**src/hdl/gnms_pkg.sv**
```systemverilog
package gnms_pkg;

  localparam int MAX_KEPT   = 64;
  localparam int COORD_BITS = 11;

  localparam int POS_W   = COORD_BITS;
  localparam int SIZE_W  = COORD_BITS + 1;
  localparam int AREA_W  = 2 * SIZE_W;
  localparam int SUM_W   = SIZE_W + 1;
  localparam int INTER_W = 2 * SUM_W;
  localparam int UNI_W   = INTER_W + 1;
  localparam int RECIP_W = 16;
  localparam int RATIO_W = 8;
  localparam int PROD_W  = INTER_W + RECIP_W;
  localparam int IDX_W   = (MAX_KEPT > 1) ? $clog2(MAX_KEPT) : 1;
  localparam int CNT_W   = $clog2(MAX_KEPT + 1);

  localparam int CFG_IDX_W  = 2;
  localparam int CFG_DATA_W = RECIP_W;

  localparam logic [CFG_IDX_W-1:0] CFG_IOU_RECIP  = 2'd0;
  localparam logic [CFG_IDX_W-1:0] CFG_ASPECT_MAX = 2'd1;
  localparam logic [CFG_IDX_W-1:0] CFG_ASPECT_MIN = 2'd2;

  localparam logic [RECIP_W-1:0] IOU_RECIP_RST  = 16'd10000;
  localparam logic [RATIO_W-1:0] ASPECT_MAX_RST = 8'd5;
  localparam logic [RATIO_W-1:0] ASPECT_MIN_RST = 8'd1;

  localparam logic [1:0] VERDICT_KEPT       = 2'd0;
  localparam logic [1:0] VERDICT_SUPPRESSED = 2'd1;
  localparam logic [1:0] VERDICT_ASPECT     = 2'd2;
  localparam logic [1:0] VERDICT_FULL       = 2'd3;

  typedef struct packed {
    logic [POS_W-1:0]  x;
    logic [POS_W-1:0]  y;
    logic [SIZE_W-1:0] w;
    logic [SIZE_W-1:0] h;
    logic [AREA_W-1:0] area;
  } gnms_entry_t;

  typedef struct packed {
    logic busy;
    logic hit_vld;
    logic hit;
  } gnms_ovl_stat_t;

endpackage

```
**src/hdl/gnms_overlap.sv**
```systemverilog
module gnms_overlap (
  input  logic                            clk,
  input  logic                            rst_n,
  input  logic [gnms_pkg::RECIP_W-1:0]    iou_recip,
  input  gnms_pkg::gnms_entry_t           cur_box,
  input  logic                            kept_vld,
  input  gnms_pkg::gnms_entry_t           kept_box,
  output gnms_pkg::gnms_ovl_stat_t        stat
);
  import gnms_pkg::*;

  logic [SUM_W-1:0]        bxe, kxe, bye, kye;
  logic [SUM_W-1:0]        min_xe, max_xs, min_ye, max_ys;
  logic signed [SUM_W:0]   dx, dy;
  logic [SUM_W-1:0]        iw, ih;

  logic                    v1_r, v2_r, v3_r;
  logic [SUM_W-1:0]        iw_r, ih_r;
  logic [AREA_W:0]         asum1_r, asum2_r;
  logic [INTER_W-1:0]      inter2_r, inter3_r;
  logic signed [UNI_W-1:0] uni3_r;
  logic [PROD_W-1:0]       prod3_r;

  // intersection extent, inclusive edges
  assign bxe    = SUM_W'(cur_box.x) + SUM_W'(cur_box.w);
  assign kxe    = SUM_W'(kept_box.x) + SUM_W'(kept_box.w);
  assign bye    = SUM_W'(cur_box.y) + SUM_W'(cur_box.h);
  assign kye    = SUM_W'(kept_box.y) + SUM_W'(kept_box.h);
  assign min_xe = (bxe < kxe) ? bxe : kxe;
  assign min_ye = (bye < kye) ? bye : kye;
  assign max_xs = (cur_box.x > kept_box.x) ? SUM_W'(cur_box.x) : SUM_W'(kept_box.x);
  assign max_ys = (cur_box.y > kept_box.y) ? SUM_W'(cur_box.y) : SUM_W'(kept_box.y);
  assign dx     = $signed({1'b0, min_xe}) - $signed({1'b0, max_xs}) + $signed((SUM_W+1)'(1));
  assign dy     = $signed({1'b0, min_ye}) - $signed({1'b0, max_ys}) + $signed((SUM_W+1)'(1));
  assign iw     = (dx > 0) ? dx[SUM_W-1:0] : '0;
  assign ih     = (dy > 0) ? dy[SUM_W-1:0] : '0;

  always_ff @(posedge clk) begin
    if (!rst_n) begin
      v1_r <= 1'b0;
      v2_r <= 1'b0;
      v3_r <= 1'b0;
    end else begin
      v1_r <= kept_vld;
      v2_r <= v1_r;
      v3_r <= v2_r;
    end
  end

  always_ff @(posedge clk) begin
    iw_r     <= iw;
    ih_r     <= ih;
    asum1_r  <= (AREA_W+1)'(cur_box.area) + (AREA_W+1)'(kept_box.area);
    inter2_r <= INTER_W'(iw_r) * INTER_W'(ih_r);
    asum2_r  <= asum1_r;
    inter3_r <= inter2_r;
    uni3_r   <= $signed(UNI_W'(asum2_r)) - $signed(UNI_W'(inter2_r));
    prod3_r  <= PROD_W'(inter2_r) * PROD_W'(iou_recip);
  end

  always_comb begin
    stat.busy    = v1_r | v2_r | v3_r;
    stat.hit_vld = v3_r;
    if (uni3_r < 0) begin
      stat.hit = 1'b0;
    end else if (uni3_r == 0) begin
      stat.hit = v3_r & (inter3_r != '0);
    end else begin
      stat.hit = v3_r & (prod3_r > PROD_W'(uni3_r[UNI_W-2:0]));
    end
  end

endmodule

```
**config.mk**
```make
export PLATFORM = sky130hd
export DESIGN_NAME = gnms_overlap
export DESIGN_NICKNAME = d
export VERILOG_FILES = /design/src/hdl/gnms_pkg.sv /design/src/hdl/gnms_overlap.sv
export SDC_FILE = /design/constraint.sdc
export NUM_CORES = 2
export LEC_CHECK = 0
export BUFFER_PORTS_ARGS = -buffer_cell sky130_fd_sc_hd__buf_2
export CAP_MARGIN = 20
export CORE_UTILIZATION = 45
export DETAILED_ROUTE_END_ITERATION = 10
export GPL_ROUTABILITY_DRIVEN = 0
export GPL_TIMING_DRIVEN = 0
export HOLD_SLACK_MARGIN = 0.12
export PLACE_DENSITY_LB_ADDON = 0.1
export SKIP_LAST_GASP = 1
export SYNTH_ARGS = -nofsm -noshare
export SYNTH_HDL_FRONTEND = slang
export SYNTH_SLANG_ARGS = --single-unit
```
**constraint.sdc**
```tcl
create_clock -name clk -period 9.5 [get_ports clk]
set_input_delay 1.9 -clock clk [delete_from_list [all_inputs] [get_ports clk]]
set_output_delay 1.9 -clock clk [all_outputs]
set_load 0.05 [all_outputs]
```
==> impl_metrics.sql <==
INSERT INTO impl_metrics (metric_group, metric, value, unit) VALUES
('logic_synthesis', 'syn_warnings', '0', ''),
('timing', 'grt_setup_unrepaired', 'no', ''),
('logic_synthesis', 'synth.ff_latch_count', '200', ''),
('clock_network', 'clock_sinks', '200', ''),
('clock_network', 'clock_tree.root_cell', 'sky130_fd_sc_hd__clkbuf_16', ''),
('layout', 'final_common_cell', 'sky130_fd_sc_hd__inv_1', ''),
('layout', 'layout_common_cells', 'sky130_fd_sc_hd__inv_1 (650), sky130_fd_sc_hd__nand2_1 (472), sky130_fd_sc_hd__fa_1 (463)', ''),
('route', 'avgViaCountPerCell', '5.14', ''),
('critical_path', 'critical_path.endpoint', 'prod3_r[41]$_DFF_P_', ''),
('grt', 'globalRouteTotalUtil', '24.4', '%'),
('grt', 'grt_antenna_before_repair', '4', ''),
('layout', 'final_util', '49.2', '%'),
('layout', 'diodes', '0', ''),
('critical_path', 'worstReg2RegEnd', 'prod3_r[41]$_DFF_P_', ''),
('route', 'detail_route.wirelength', '81.1', 'mm'),
('route', 'drc_errors', '0', ''),
('timing', 'max_freq', '109', 'MHz'),
('timing', 'worst_slew_pin_slew', '1.02', 'ns'),
('die', 'initial_core_utilization', '45.5', '%'),
('critical_path', 'worst_setup_path_end_kind', 'register', ''),
('logic_synthesis', 'syn_area', '30600', 'µm²'),
('route', 'routed_wire_length_per_instance', '17.9', 'µm'),
('route', 'vias', '23400', ''),
('logic_synthesis', 'most_common_flop_cell_mapped_by_yosys', 'sky130_fd_sc_hd__dfxtp_1', ''),
('critical_path', 'r2r-start', 'inter2_r[5]$_DFF_P_', ''),
('logic_synthesis', 'synth_edf_count', '0', ''),
('layout', 'layout.nets', '4674', ''),
('route', 'drt_antenna_net_count', '0', ''),
('logic_synthesis', 'synth_nets', '4500', ''),
('layout', 'fillerInstances', '6708', ''),
('logic_synthesis', 'post_synth_inst_count', '3482', ''),
('status', 'run_status', 'finished, final reports clean', ''),
('clock_network', 'cts_setup_buffers', '0', ''),
('critical_path', 'worst_ep_arrival_time', '9.52', 'ns'),
('critical_path', 'worstPathMaxFanout', '10', ''),
('layout', 'final_layout_size_suffix_gt1_share', '5.97', '%'),
('die', 'design.die.area', '69100', 'µm²'),
('logic_synthesis', 'synth_sequential_area_ratio', '13.1', '%'),
('route', 'drtIter0Drc', '1183', ''),
('timing', 'maxSlewViolCount', '0', ''),
('worst_hold_path', 'hold_class', 'register to register', ''),
('timing', 'timing.final.crit_share', '96.3', '%'),
('clock_network', 'cts_buffers', '17', ''),
('timing', 'period_needed', '9.15', 'ns'),
('timing', 'timing.final.hold_violations', '0', ''),
('critical_path', 'kind_of_start_point_of_the_critical_path', 'primary input', ''),
('layout', 'p_r_area_growth_vs_syn', '8.21', '%'),
('placed_design', 'hpwl_after_detailed_placement', '67.6', 'mm'),
('die', 'floorplan.die.height', '263', 'µm'),
('critical_path', 'worst-endpoint-required', '9.87', 'ns'),
('critical_path', 'r2r_setup_slack', '1.56', 'ns'),
('die', 'floorplan.rows', '95', ''),
('logic_synthesis', 'async_flop_share', '0', '%'),
('run', 'cap_viol_max_count', '0', ''),
('critical_path', 'worstSetupPathType', 'primary input to register', ''),
('clock_network', 'clockBufferDepth', '2', ''),
('clock_network', 'cts.reportedPaths.clkPinSlew', '0.08', 'ns'),
('clock_network', 'post_cts.resized_instances', '0', ''),
('critical_path', 'worst-r2r-cell-count', '22', ''),
('timing', 'slew-limit-headroom', '31.7', '%'),
('grt', 'grt_pass1_vias', '24100', ''),
('logic_synthesis', 'synthDistinctLibCells', '73', ''),
('clock_network', 'tritoncts', 'done', ''),
('timing', 'skew', '0.0260', 'ns'),
('die', 'top_level_port_count', '162', ''),
('logic_synthesis', 'syn_area_per_cell', '8.79', 'µm²'),
('clock_network', 'clock_tree.htree_level_count', '4', ''),
('clock_network', 'clock_insertion_delay_worst_skew', '0.50', 'ns'),
('route', 'firstDrtPassIters', '5', ''),
('grt', 'global_route_wire_length_before_repair', '131', 'mm'),
('timing', 'setup_viol_count_final', '0', ''),
('die', 'die_w', '263', 'µm'),
('placed_design', 'io_buffers', '155', ''),
('clock_network', 'cts-hold-fix-buffers', '0', ''),
('critical_path', 'worst_setup_path_startpoint', 'iou_recip[7]', ''),
('grt', 'gr-total-overflow', '0', ''),
('grt', 'pin_count_of_the_biggest_net_entering_global_routing', '25', ''),
('die', 'core_area', '67300', 'µm²');
==> per-stage QoR <==
stage | cell area, µm² | setup slack (ns) | std cells | setup TNS, ns | hold slack [ns]
2_1_floorplan | 30600 | 1.74 | 3482 | 0 | 0.310
5_1_grt | 33100 | 0.0170 | 4542 | 0 | 0.336
3_3_place_gp | 32500 | -0.135 | 4510 | -0.135 | 0.313
6_report | 33100 | 0.354 | 4542 | 0 | 0.331
4_1_cts | 33100 | 0.398 | 4542 | 0 | 0.334
3_5_place_dp | 32500 | -0.0993 | 4510 | -0.0993 | 0.312
==> worst min path at each step <==
stage,start,slack [ns],endpoint,cells after the start
floorplan,asum1_r[0]$_DFF_P_,0.31,asum2_r[0]$_DFF_P_,0
global placement,asum1_r[12]$_DFF_P_,0.31,asum2_r[12]$_DFF_P_,0
detailed placement,asum1_r[0]$_DFF_P_,0.31,asum2_r[0]$_DFF_P_,0
CTS,asum1_r[18]$_DFF_P_,0.33,asum2_r[18]$_DFF_P_,0
global route,asum1_r[8]$_DFF_P_,0.34,asum2_r[8]$_DFF_P_,0
finish,asum1_r[8]$_DFF_P_,0.33,asum2_r[8]$_DFF_P_,0
==> layer usage <==
metal / up-vias / GRT usage (%) / part of all wire, %
met2: 455 / 42.6 / 50
met5: - / 0 / 0
li1: 11300 / - / -
met3: 87 / 3.28 / 4.4
met1: 11500 / 31.6 / 44
met4: 0 / 6.31 / 2.3
==> worst max-delay path, stage by stage <==
cell and delay, ns:
sky130_fd_sc_hd__clkbuf_1 0.58, sky130_fd_sc_hd__clkbuf_1 0.63, sky130_fd_sc_hd__nand2_1 0.18, sky130_fd_sc_hd__fa_1 0.57, sky130_fd_sc_hd__inv_1 0.05, sky130_fd_sc_hd__fa_1 0.49
sky130_fd_sc_hd__inv_1 0.05, sky130_fd_sc_hd__fa_1 0.52, sky130_fd_sc_hd__inv_1 0.05, sky130_fd_sc_hd__fa_1 0.47, sky130_fd_sc_hd__inv_1 0.06, sky130_fd_sc_hd__fa_1 0.48
sky130_fd_sc_hd__inv_1 0.05, sky130_fd_sc_hd__fa_1 0.51, sky130_fd_sc_hd__ha_1 0.45, sky130_fd_sc_hd__nand2_1 0.10, sky130_fd_sc_hd__o21ai_0 0.32, sky130_fd_sc_hd__nor2_1 0.17
sky130_fd_sc_hd__o31ai_1 0.84, sky130_fd_sc_hd__a311oi_1 0.44, sky130_fd_sc_hd__o31ai_1 0.36, sky130_fd_sc_hd__a21oi_1 0.12, sky130_fd_sc_hd__xnor2_1 0.13
==> cell families after synthesis <==
family	after synthesis	synth area share (%)
buffers and inverters	762	9.36
xor gates and xnor gates	155	4.46
adders and majority gates	859	46.5
AOI/OAI and AO/OA	482	10.2
and+or+nand+nor	996	15.5
DFF	200	13.1
muxes	28	0.948
==> area by class of cell <==
cell class | count | area [µm²] | share of cell area [%]
Clock buffer | 17 | 425 | 1.28
Tap cell | 873 | 1090 | 3.30
Timing Repair Buffer | 155 | 776 | 2.34
Clock inverter | 15 | 220 | 0.665
Buffer | 112 | 424 | 1.28
Inverter | 650 | 2440 | 7.37
Multi-Input combinational cell | 2520 | 23700 | 71.7
Sequential cell | 200 | 4000 | 12.1
==> flip-flops by register name (all words and copies together) (netlist names) <==
signal / flops
v3_r: 1
inter3_r: 26
v1_r: 1
uni3_r: 27
inter2_r: 26
ih_r: 13
asum2_r: 25
iw_r: 13
asum1_r: 25
v2_r: 1
prod3_r: 42
==> synthesized netlist by cell type (28+ instances only) <==
master,n,area [µm²]
sky130_fd_sc_hd__inv_1,650,2440
sky130_fd_sc_hd__nand2_1,472,1770
sky130_fd_sc_hd__fa_1,463,9270
sky130_fd_sc_hd__ha_1,396,4950
sky130_fd_sc_hd__and2_1,210,1310
sky130_fd_sc_hd__dfxtp_1,200,4000
sky130_fd_sc_hd__a21oi_1,137,686
sky130_fd_sc_hd__nor2_1,119,447
sky130_fd_sc_hd__clkbuf_1,106,398
sky130_fd_sc_hd__o21ai_0,101,505
sky130_fd_sc_hd__xnor2_1,95,832
sky130_fd_sc_hd__a21o_1,79,593
sky130_fd_sc_hd__xor2_1,59,517
sky130_fd_sc_hd__o21a_1,36,270
sky130_fd_sc_hd__nor2b_1,28,175
Power is not shown: default switching activity piles up to over one toggle a cycle in this logic, so the estimate is an artifact.
